`src/rtl/core/ard_pkg.sv`:
```
package ard_pkg;

    localparam int unsigned WORD_W   = 16;
    localparam int unsigned RANGE_W  = 17;
    localparam int unsigned PARTS_W  = 15;
    localparam int unsigned VALUE_W  = 14;
    localparam int unsigned USED_W   = 5;
    localparam int unsigned PROD_W   = 31;
    localparam int unsigned CNT_W    = 5;

    localparam logic [WORD_W-1:0] HALF_POINT    = 16'h8000;
    localparam logic [WORD_W-1:0] QUARTER_POINT = 16'h4000;
    localparam logic [WORD_W-1:0] THREE_QUARTER = 16'hC000;
    localparam logic [WORD_W-1:0] FULL_MASK     = 16'hFFFF;

    localparam logic [PARTS_W-1:0] MAX_MODULUS = 15'd16384;
    localparam logic [3:0]         MAX_BITS    = 4'd14;

    localparam logic [CNT_W-1:0] NARROW_STEPS = 5'd14;
    localparam logic [CNT_W-1:0] WIDE_STEPS   = 5'd17;
    localparam logic [USED_W-1:0] WINDOW_BITS = 5'd16;

    localparam logic [1:0] ACT_INIT  = 2'd0;
    localparam logic [1:0] ACT_EQUAL = 2'd1;
    localparam logic [1:0] ACT_RAW   = 2'd2;
    localparam logic [1:0] ACT_NOP   = 2'd3;

    typedef struct packed {
        logic start;
        logic wide;
    } div_req_t;

endpackage

```
`src/rtl/core/arith_range_decoder_16bit.sv`:
```
// 16-bit arithmetic range decoder with a shared restoring divider.
// input channel s_*: one word per operation; s_tuser carries the action
// (init from window, decode equal-probability number, decode raw bits,
// no-op) and s_tdata the modulus, bit count and 16-bit look-ahead window.
// output channel m_*: one result word per input word, giving the decoded
// value and the number of window bits used, with m_tuser flagging a code
// that had to be clamped into the interval.
// init and no-op words go from idle straight to the finish state. a
// decode word runs one multiply, a 14-step divide for the part index,
// a second multiply, two 17-step divides for the new bounds, then one
// renormalisation shift per cycle (up to 16). the divider works one
// quotient bit per cycle.
// s_tready is high only while no word is in progress; one word at a time.
// a finished result sits in an output register, so a new word is taken
// while that result waits; if m_tready stays low the next result waits
// in the sequencer and s_tready stays low.
// reset (rst_n low, asynchronous) sets low to 0, high to 0xFFFF, code to 0
// and empties the output register.
module arith_range_decoder_16bit
    import ard_pkg::*;
(
    input  logic        clk,
    input  logic        rst_n,
    input  logic        s_tvalid,
    output logic        s_tready,
    input  logic [39:0] s_tdata,   // modulus[14:0], bit_count[18:15], stream_window[34:19]
    input  logic [1:0]  s_tuser,   // action[1:0]
    output logic        m_tvalid,
    input  logic        m_tready,
    output logic [23:0] m_tdata,   // decoded_value[13:0], bits_used[18:14]
    output logic        m_tuser    // corrupt[0]
);

    localparam logic [3:0] S_IDLE   = 4'd0;
    localparam logic [3:0] S_PREP   = 4'd1;
    localparam logic [3:0] S_MULA   = 4'd2;
    localparam logic [3:0] S_DIVA   = 4'd3;
    localparam logic [3:0] S_WAITA  = 4'd4;
    localparam logic [3:0] S_MULB   = 4'd5;
    localparam logic [3:0] S_DIVB   = 4'd6;
    localparam logic [3:0] S_WAITB  = 4'd7;
    localparam logic [3:0] S_DIVC   = 4'd8;
    localparam logic [3:0] S_WAITC  = 4'd9;
    localparam logic [3:0] S_RENORM = 4'd10;
    localparam logic [3:0] S_FIN    = 4'd11;

    logic [3:0]          state_reg, state_next;
    logic [WORD_W-1:0]   low_reg, low_next;
    logic [WORD_W-1:0]   high_reg, high_next;
    logic [WORD_W-1:0]   code_reg, code_next;
    logic [RANGE_W-1:0]  range_reg, range_next;
    logic [RANGE_W-1:0]  num_reg, num_next;
    logic [PARTS_W-1:0]  parts_reg, parts_next;
    logic [WORD_W-1:0]   win_reg, win_next;
    logic [VALUE_W-1:0]  val_reg, val_next;
    logic [USED_W-1:0]   used_reg, used_next;
    logic                bad_reg, bad_next;
    logic [PROD_W-1:0]   prod_reg, prod_next;
    logic [RANGE_W-1:0]  qh_reg, qh_next;
    logic                out_valid_reg, out_valid_next;
    logic [VALUE_W-1:0]  out_val_reg, out_val_next;
    logic [USED_W-1:0]   out_used_reg, out_used_next;
    logic                out_bad_reg, out_bad_next;

    logic [1:0]          in_action;
    logic [PARTS_W-1:0]  in_modulus;
    logic [3:0]          in_bits;
    logic [WORD_W-1:0]   in_window;
    logic [3:0]          sat_bits;
    logic                accept;

    logic [WORD_W-1:0]   hi_guard;
    logic [WORD_W-1:0]   code_clamp;
    logic [RANGE_W-1:0]  mul_a;
    logic [PARTS_W-1:0]  mul_b;
    logic [PROD_W-1:0]   mul_p;

    div_req_t            dreq;
    logic [PROD_W-1:0]   d_dividend;
    logic [RANGE_W-1:0]  d_divisor;
    logic                d_done;
    logic [RANGE_W-1:0]  d_quot;

    logic [WORD_W-1:0]   r_low, r_high, r_code;
    logic                r_stop;

    assign in_modulus = s_tdata[14:0];
    assign in_bits    = s_tdata[18:15];
    assign in_window  = s_tdata[34:19];
    assign in_action  = s_tuser;
    assign sat_bits   = (in_bits > MAX_BITS) ? MAX_BITS : in_bits;

    assign s_tready = (state_reg == S_IDLE);
    assign accept   = s_tvalid && s_tready;

    assign hi_guard   = (high_reg < low_reg) ? low_reg : high_reg;
    assign code_clamp = (code_reg < low_reg) ? low_reg :
                        ((code_reg > hi_guard) ? hi_guard : code_reg);

    // one shared multiplier for the scaled code and the part base
    assign mul_a = (state_reg == S_MULA) ? num_reg : range_reg;
    assign mul_b = (state_reg == S_MULA) ? parts_reg : {1'b0, val_reg};
    assign mul_p = PROD_W'(mul_a * mul_b);

    always_comb
    begin
        dreq.start = (state_reg == S_DIVA) || (state_reg == S_DIVB) ||
                     (state_reg == S_DIVC);
        dreq.wide  = (state_reg != S_DIVA);
        case (state_reg)
            S_DIVA:  d_dividend = prod_reg - 31'd1;
            S_DIVB:  d_dividend = prod_reg + {14'd0, range_reg};
            default: d_dividend = prod_reg;
        endcase
        d_divisor = (state_reg == S_DIVA) ? range_reg : {2'b00, parts_reg};
    end

    ard_div u_div
    (
        .clk      (clk),
        .rst_n    (rst_n),
        .req      (dreq),
        .dividend (d_dividend),
        .divisor  (d_divisor),
        .done     (d_done),
        .quotient (d_quot)
    );

    // one renormalisation shift
    always_comb
    begin
        r_low  = low_reg;
        r_high = high_reg;
        r_code = code_reg;
        r_stop = 1'b0;
        if (high_reg >= HALF_POINT)
        begin
            if (low_reg < HALF_POINT)
            begin
                if (low_reg >= QUARTER_POINT && high_reg < THREE_QUARTER)
                begin
                    r_low  = low_reg - QUARTER_POINT;
                    r_high = high_reg - QUARTER_POINT;
                    r_code = code_reg - QUARTER_POINT;
                end
                else
                    r_stop = 1'b1;
            end
            else
            begin
                r_low  = low_reg - HALF_POINT;
                r_high = high_reg - HALF_POINT;
                r_code = code_reg - HALF_POINT;
            end
        end
    end

    always_comb
    begin
        state_next     = state_reg;
        low_next       = low_reg;
        high_next      = high_reg;
        code_next      = code_reg;
        range_next     = range_reg;
        num_next       = num_reg;
        parts_next     = parts_reg;
        win_next       = win_reg;
        val_next       = val_reg;
        used_next      = used_reg;
        bad_next       = bad_reg;
        prod_next      = prod_reg;
        qh_next        = qh_reg;
        out_valid_next = out_valid_reg;
        out_val_next   = out_val_reg;
        out_used_next  = out_used_reg;
        out_bad_next   = out_bad_reg;

        if (m_tready)
            out_valid_next = 1'b0;

        case (state_reg)
            S_IDLE:
            begin
                if (accept)
                begin
                    win_next  = in_window;
                    val_next  = '0;
                    used_next = '0;
                    bad_next  = 1'b0;
                    if (in_action == ACT_RAW)
                        parts_next = PARTS_W'(16'd1 << sat_bits);
                    else if (in_modulus == '0)
                        parts_next = 15'd1;
                    else if (in_modulus > MAX_MODULUS)
                        parts_next = MAX_MODULUS;
                    else
                        parts_next = in_modulus;
                    case (in_action)
                        ACT_INIT:
                        begin
                            low_next   = '0;
                            high_next  = FULL_MASK;
                            code_next  = in_window;
                            used_next  = WINDOW_BITS;
                            state_next = S_FIN;
                        end
                        ACT_EQUAL, ACT_RAW:
                            state_next = S_PREP;
                        default:
                            state_next = S_FIN;
                    endcase
                end
            end
            S_PREP:
            begin
                bad_next   = (code_reg < low_reg) || (code_reg > hi_guard);
                code_next  = code_clamp;
                range_next = RANGE_W'({1'b0, hi_guard} - {1'b0, low_reg} + 17'd1);
                num_next   = RANGE_W'({1'b0, code_clamp} - {1'b0, low_reg} + 17'd1);
                state_next = S_MULA;
            end
            S_MULA:
            begin
                prod_next  = mul_p;
                state_next = S_DIVA;
            end
            S_DIVA:
                state_next = S_WAITA;
            S_WAITA:
            begin
                if (d_done)
                begin
                    val_next   = d_quot[VALUE_W-1:0];
                    state_next = S_MULB;
                end
            end
            S_MULB:
            begin
                prod_next  = mul_p;
                state_next = S_DIVB;
            end
            S_DIVB:
                state_next = S_WAITB;
            S_WAITB:
            begin
                if (d_done)
                begin
                    qh_next    = d_quot;
                    state_next = S_DIVC;
                end
            end
            S_DIVC:
                state_next = S_WAITC;
            S_WAITC:
            begin
                if (d_done)
                begin
                    high_next  = WORD_W'(qh_reg + {1'b0, low_reg} - 17'd1);
                    low_next   = WORD_W'(d_quot + {1'b0, low_reg});
                    used_next  = '0;
                    state_next = S_RENORM;
                end
            end
            S_RENORM:
            begin
                if (used_reg == WINDOW_BITS || r_stop)
                    state_next = S_FIN;
                else
                begin
                    code_next = {r_code[WORD_W-2:0], win_reg[WORD_W-1]};
                    low_next  = {r_low[WORD_W-2:0], 1'b0};
                    high_next = {r_high[WORD_W-2:0], 1'b1};
                    win_next  = {win_reg[WORD_W-2:0], 1'b0};
                    used_next = used_reg + 5'd1;
                end
            end
            S_FIN:
            begin
                if (!out_valid_reg || m_tready)
                begin
                    out_valid_next = 1'b1;
                    out_val_next   = val_reg;
                    out_used_next  = used_reg;
                    out_bad_next   = bad_reg;
                    state_next     = S_IDLE;
                end
            end
            default:
                state_next = S_IDLE;
        endcase
    end

    always_ff @(posedge clk or negedge rst_n)
    begin
        if (!rst_n)
        begin
            state_reg     <= S_IDLE;
            out_valid_reg <= 1'b0;
            low_reg       <= '0;
            high_reg      <= FULL_MASK;
            code_reg      <= '0;
        end
        else
        begin
            state_reg     <= state_next;
            out_valid_reg <= out_valid_next;
            low_reg       <= low_next;
            high_reg      <= high_next;
            code_reg      <= code_next;
        end
    end

    always_ff @(posedge clk)
    begin
        range_reg    <= range_next;
        num_reg      <= num_next;
        parts_reg    <= parts_next;
        win_reg      <= win_next;
        val_reg      <= val_next;
        used_reg     <= used_next;
        bad_reg      <= bad_next;
        prod_reg     <= prod_next;
        qh_reg       <= qh_next;
        out_val_reg  <= out_val_next;
        out_used_reg <= out_used_next;
        out_bad_reg  <= out_bad_next;
    end

    assign m_tvalid = out_valid_reg;
    assign m_tdata  = {5'd0, out_used_reg, out_val_reg};
    assign m_tuser  = out_bad_reg;

endmodule

```
`src/rtl/core/ard_div.sv`:
```
module ard_div
    import ard_pkg::*;
(
    input  logic                 clk,
    input  logic                 rst_n,
    input  div_req_t             req,
    input  logic [PROD_W-1:0]    dividend,
    input  logic [RANGE_W-1:0]   divisor,
    output logic                 done,
    output logic [RANGE_W-1:0]   quotient
);

    logic                busy_reg, busy_next;
    logic                done_reg, done_next;
    logic [CNT_W-1:0]    cnt_reg, cnt_next;
    logic [RANGE_W-1:0]  rem_reg, rem_next;
    logic [RANGE_W-1:0]  sh_reg, sh_next;
    logic [RANGE_W-1:0]  quo_reg, quo_next;
    logic [RANGE_W-1:0]  div_reg, div_next;
    logic [RANGE_W:0]    trial;
    logic                ge;

    assign trial = {rem_reg, sh_reg[RANGE_W-1]};
    assign ge    = (trial >= {1'b0, div_reg});

    always_comb
    begin
        busy_next = busy_reg;
        done_next = 1'b0;
        cnt_next  = cnt_reg;
        rem_next  = rem_reg;
        sh_next   = sh_reg;
        quo_next  = quo_reg;
        div_next  = div_reg;
        if (req.start)
        begin
            busy_next = 1'b1;
            div_next  = divisor;
            quo_next  = '0;
            if (req.wide)
            begin
                cnt_next = WIDE_STEPS;
                rem_next = {3'b000, dividend[PROD_W-1:17]};
                sh_next  = dividend[16:0];
            end
            else
            begin
                cnt_next = NARROW_STEPS;
                rem_next = dividend[PROD_W-1:14];
                sh_next  = {dividend[13:0], 3'b000};
            end
        end
        else if (busy_reg)
        begin
            if (ge)
                rem_next = RANGE_W'(trial - {1'b0, div_reg});
            else
                rem_next = trial[RANGE_W-1:0];
            sh_next  = {sh_reg[RANGE_W-2:0], 1'b0};
            quo_next = {quo_reg[RANGE_W-2:0], ge};
            cnt_next = cnt_reg - 5'd1;
            if (cnt_reg == 5'd1)
            begin
                busy_next = 1'b0;
                done_next = 1'b1;
            end
        end
    end

    always_ff @(posedge clk or negedge rst_n)
    begin
        if (!rst_n)
        begin
            busy_reg <= 1'b0;
            done_reg <= 1'b0;
            cnt_reg  <= '0;
        end
        else
        begin
            busy_reg <= busy_next;
            done_reg <= done_next;
            cnt_reg  <= cnt_next;
        end
    end

    always_ff @(posedge clk)
    begin
        rem_reg <= rem_next;
        sh_reg  <= sh_next;
        quo_reg <= quo_next;
        div_reg <= div_next;
    end

    assign done     = done_reg;
    assign quotient = quo_reg;

endmodule
```
`config.mk`:
```
export PLATFORM = sky130hd
export DESIGN_NAME = arith_range_decoder_16bit
export DESIGN_NICKNAME = d
export VERILOG_FILES = /design/src/rtl/core/ard_pkg.sv /design/src/rtl/core/arith_range_decoder_16bit.sv /design/src/rtl/core/ard_div.sv
export SDC_FILE = /design/constraint.sdc
export NUM_CORES = 1
export LEC_CHECK = 0
export BUFFER_PORTS_ARGS = -buffer_cell sky130_fd_sc_hd__buf_2
export CORE_MARGIN = 8
export CORE_UTILIZATION = 65
export DETAILED_ROUTE_END_ITERATION = 10
export GPL_ROUTABILITY_DRIVEN = 0
export PLACE_DENSITY = 0.83
export SYNTH_ARGS = -nofsm -noshare
export SYNTH_HDL_FRONTEND = slang
export SYNTH_SLANG_ARGS = --single-unit
```
`constraint.sdc`:
```
create_clock -name clk -period 9.4 [get_ports clk]
set_clock_uncertainty 0.1 [all_clocks]
set_input_delay 0.47 -clock clk [delete_from_list [all_inputs] [get_ports clk]]
set_output_delay 0.47 -clock clk [all_outputs]
set_load 0.01 [all_outputs]
```
# Word level (Yosys, flattened, before mapping)
# Index checks and enable logic that the tools add are counted.
[word_totals] regBits=279 in_bits=46 output_inout_bits=27 elab_cells=185
[op_classes] add_sub_neg=18 n_mul=1 order_cmp=10 eq_ne=24 n_shift=1 n_mux=77 reduce_logical=29
[op_table] op="two-way mux 16 bit" count=16
[op_table] op="two-way mux 15 bit" count=14
[op_table] op="case mux 16 bit (3 select lines)" count=3
[op_table] op="two-way mux 17 bit" count=8
[op_table] op="case mux 31 bit (2 select lines)" count=1
[op_table] op="case mux 4 bit (12 select lines)" count=1
[op_table] op="subtractor 15 x 1 -> 15 bit (second input constant)" count=3
[op_table] op="subtractor 15 bit (second input constant)" count=3
[op_table] op="two-way mux 5 bit" count=7
[op_table] op="adder 17 x 1 -> 17 bit (second input constant)" count=2
[op_table] op="subtractor 16 x 16 -> 17 bit" count=2
[op_table] op="adder 16 bit" count=2
[op_table] op="less-than comparator 16 bit" count=2
[op_table] op="less-than comparator 16 bit (second input constant)" count=2
[op_table] op="two-way mux 4 bit" count=8
[op_table] op="case mux 16 bit (2 select lines)" count=1
[op_table] op="adder 31 x 17 -> 31 bit" count=1
[op_table] op="multiplier 17 x 15 -> 31 bit" count=1
[op_table] op="subtractor 31 x 1 -> 31 bit (second input constant)" count=1
[op_table] op="two-way mux 14 bit" count=2
[op_table] op="case mux 14 bit (2 select lines)" count=1
[op_table] op="greater-or-equal comparator 18 x 17 -> 1 bit" count=1
[op_table] op="subtractor 17 bit" count=1
[op_table] op="== test 4 x 3 -> 1 bit (second input constant)" count=4
[op_table] op="other kinds (36)" count=73

# Logic depth before layout (Yosys ltp)
[depth] ltp_word=8 depth_mapped=35 mapped_depth_nobuf=31

# By module
# Synthesis repeated with hierarchy kept, for this count alone.
[unflattened] cells_unflattened=3113 hier_area_um2=28635.0
[by_module_without_submodules] mod="arith_range_decoder_16bit" n_inst=1 cells_per_inst=2683 area_each_um2=24227.0 seq_area_each_um2=5910.7
[by_module_without_submodules] mod="ard_div" n_inst=1 cells_per_inst=430 area_each_um2=4408.0 seq_area_each_um2=2047.0

# Worst setup path after synthesis
# No wires, ideal clock.
[synth_timing] path_type="register -> register" from="register state_reg[0]" to="register prod_reg[30] (data pin)" setup_time_ns=0.266 arrival_ns=7.534 t_required_ns=9.034 slack_ns=1.499 path_stages_with_launch=28 path_buffers=3 period_less_slack_ns=7.901 path_cell_list="dfrtp_1 buf_4 nand2b_1 nor3_1 buf_2 buf_2 mux2i_1 nor2_1 fa_1 inv_1 fa_1 inv_1 fa_1 inv_1 fa_1 fa_1 fa_1 inv_1 ha_1 a21o_1 or4_1 a211oi_1 nor2_1 a21oi_1 o221ai_1 o41ai_2 mux2i_1 nand4_1"
[synth_via] elab_chain_len=3 elab_cells_between_ends=4 classes_between="mul: 1; eq/ne: 1; mux: 2"
[synth_lines] item="from (decl)" line_no="arith_range_decoder_16bit.sv:47" source="logic [3:0] state_reg, state_next;"
[synth_lines] item="from (signal assigned)" line_no="arith_range_decoder_16bit.sv:305" source="state_reg <= state_next;"
[synth_lines] item="== test 4 x 2 -> 1 bit (*)" line_no="arith_range_decoder_16bit.sv:101, arith_range_decoder_16bit.sv:102"
[synth_lines] item="two-way mux 17 bit / two-way mux 15 bit (equally long branches)" line_no="arith_range_decoder_16bit.sv:101, arith_range_decoder_16bit.sv:102"
[synth_lines] item="multiplier 17 x 15 -> 31 bit (*)" line_no="arith_range_decoder_16bit.sv:103" source="assign mul_p = PROD_W'(mul_a * mul_b);"
[synth_lines] item="via mul_p[30]" line_no="arith_range_decoder_16bit.sv:76" source="logic [PROD_W-1:0] mul_p;"
[synth_lines] item="to (signal assigned)" line_no="arith_range_decoder_16bit.sv:322" source="prod_reg <= prod_next;"
[synth_lines] item="to (decl)" line_no="arith_range_decoder_16bit.sv:58" source="logic [PROD_W-1:0] prod_reg, prod_next;"
# Mark *: on every way through the listed nets, which the timed path passes. The rest lies on a longest branch.
# A chain may end at the register's enable or synchronous reset.

# Worst setup path after layout
# Ends and elaborated chain as after synthesis.

==> impl_metrics.tcl <==
set metrics [dict create \
    outcome "finished clean" \
    grt_pass1_vias 23320 \
    drive_gt1_frac 0.08159 \
    areaGrowthSynthToFinish_pct 6.922 \
    finalSetupTns_ns 0 \
    worst_pin_slew_ns 1.251 \
    grt_pass1_wl_um 125600 \
    finalHoldViolations 0 \
    synth_edf_count 203 \
    post_cts_resized 0 \
    min_path_type "in -> reg" \
    die_area_sq_um 49370 \
    cts_root_buf "clkbuf_16" \
    yosysUniqueCellTypes 82 \
    netlist_instances 2953 \
    clk_latency_ns 0.60 \
    synth_warnings 0 \
    io_buffers 62 \
    setup_viol_count_final 0 \
    layout_commonest_cell "nand2_1" \
    syn_area_sq_um 27640 \
    ys_seq_area_frac 0.2872 \
    clkSinkCount 279 \
    crit_slowest_cell "mux2i_1" \
    vias_per_cell 6.575 \
    worstPathRequired_ns 9.64 \
    first_pass_iters 7 \
    worstPathMaxFanout 60 \
    ys_async_sr_fraction 0.2151 \
    wl_per_cell_um 22.60 \
    drt_iter0_drc 3019 \
    cts_tree "yes" \
    die_w_um 222.2 \
    vias 23370 \
    gr-total-overflow 0 \
    clkTransAtPathRegs_ns 0.07 \
    cts_buffers 30 \
    ctsLongestPathBuffers 3 \
    htree_levels 1 \
    slew_violations 0 \
    coreArea_sq_um 41950 \
    drc 0 \
    postRouteAntennaNets 0 \
    largest_reg_flops 31 \
    nets 3532 \
    cp-end-kind "register" \
    crit_path_frequent_cell "fa_1" \
    avgSynthCellArea_sq_um 9.359 \
    rsz0062_at_grt "false" \
    antennaDiodeCount 0 \
    start_kind "register" \
    place_hpwl_um 61380 \
    io_pins 73 \
    rows 75 \
    grt_usage 0.3175 \
    critPathArrivalTime_ns 8.83 \
    fmax_mhz 116.4 \
    fin_crit_sh 0.9138 \
    critPathKind "reg -> reg" \
    layout_common_cells "342 x nand2_1, 326 x inv_1, 297 x ha_1" \
    critical_path.max_stage_delay_ns 0.71 \
    maxCapViolCount 0 \
    fp.dieH_um 222.2 \
    slew_headroom 0.1660 \
    antenna_found_initial 4 \
    synth_top_flop_cell "edfxtp_1" \
    initial_core_util 0.6589 \
    synth_seq_cells 279 \
    wl_um 80310 \
    grt_max_degree 61 \
    post-route-min-period_ns 8.590 \
]
[cell families after synthesis]
| family | Yosys count | share of synthesized area |
|---|---|---|
| compound gates | 644 | 0.1560 |
| xor+xnor | 121 | 0.03834 |
| fa+ha+maj | 495 | 0.2779 |
| buf+inv | 428 | 0.05998 |
| flops | 279 | 0.2872 |
| mux | 102 | 0.03844 |
| other cells | 1 | 0.0001357 |
| simple gates | 883 | 0.1421 |
[through the flow]
step	setup slack, ns	hold WS, ns	instances	instance area (sq um)	util
4_1_cts	0.9286	0.05697	3554	29550	0.7045
5_1_grt	0.5300	0.08094	3554	29550	0.7045
3_3_place_gp	1.244	0.3347	3497	28550	0.6807
2_1_floorplan	1.499	0.07441	2957	27650	-
3_5_place_dp	1.018	0.3224	3497	28550	0.6807
6_report	0.8102	0.08082	3554	29550	0.7045
[area by class of cell]
cell class | instances | area, sq um
Clock inverter | 21 | 210.2
Sequential cell | 279 | 7938
Timing Repair Buffer | 100 | 610.6
Inverter | 330 | 1239
Multi-Input combinational cell | 2250 | 18100
Fill cell | 2960 | 12400
Tap cell | 539 | 674.4
Clock buffer | 35 | 779.5
[cells in the mapped netlist (all sizes together), types with 23 or more instances]
cell	instances	area share
nor2	274	0.038
and3	36	0.0081
nor3	49	0.0089
a211oi	28	0.0076
a21oi	154	0.028
nand2	342	0.046
mux2i	69	0.025
buf	29	0.0058
dfrtp	44	0.040
xnor2	72	0.023
ha	297	0.13
o21ai	130	0.024
mux2	33	0.013
nor2b	23	0.0052
clkbuf	69	0.0094
xor2	49	0.016
edfxtp	203	0.22
nand3	34	0.0062
a221o	23	0.0083
a21o	79	0.021
fa	198	0.14
and2	24	0.0054
nand2b	29	0.0066
or2	23	0.0052
a2111oi	23	0.0080
a31oi	33	0.0077
inv	327	0.044
[final timing paths]
path	start	end	slack [ns]	cells past startpoint
max	state_reg[0]	prod_reg[30]	0.81	25
min	m_tready	m_tvalid	0.08	3
max reg2reg	state_reg[0]	prod_reg[30]	0.81	25
min reg2reg	bad_reg	m_tuser	0.34	0
max in group asynchronous	rst_n	code_reg[7]	8.11	3
min in group asynchronous	rst_n	u_div.cnt_reg[4]	0.48	3
[timing repair]
| action | in CTS | in global routing |
|---|---|---|
| endpoints found under the setup margin | 0 | 0 |
| hold buffers | 1 | 0 |
| buffers inserted | 0 | 0 |
| endpoints found under the hold margin | 17 | 0 |
[layer usage]
layer,track usage,up-vias,wire length (um)
li1,-,10380,-
met1,0.3967,11080,29740
met2,0.5101,1552,35770
met3,0.07113,356,9506
met4,0.1725,2,5288
met5,0,-,13
[worst max-delay path, delay by kind of cell, from the launching register on]
| family | cells | cell delay (ns) |
|---|---|---|
| multiplexers | 2 | 0.94 |
| buffers and inverters | 5 | 0.56 |
| AO/OA/AOI/OAI | 5 | 1.57 |
| adder cells (fa/ha/maj) | 7 | 3.24 |
| flip-flops | 1 | 0.52 |
| AND/OR/NAND/NOR | 6 | 1.31 |
Power is left out: the tool's default activity adds up to more than one toggle a clock period on the data nets, which glitch-free logic cannot reach.
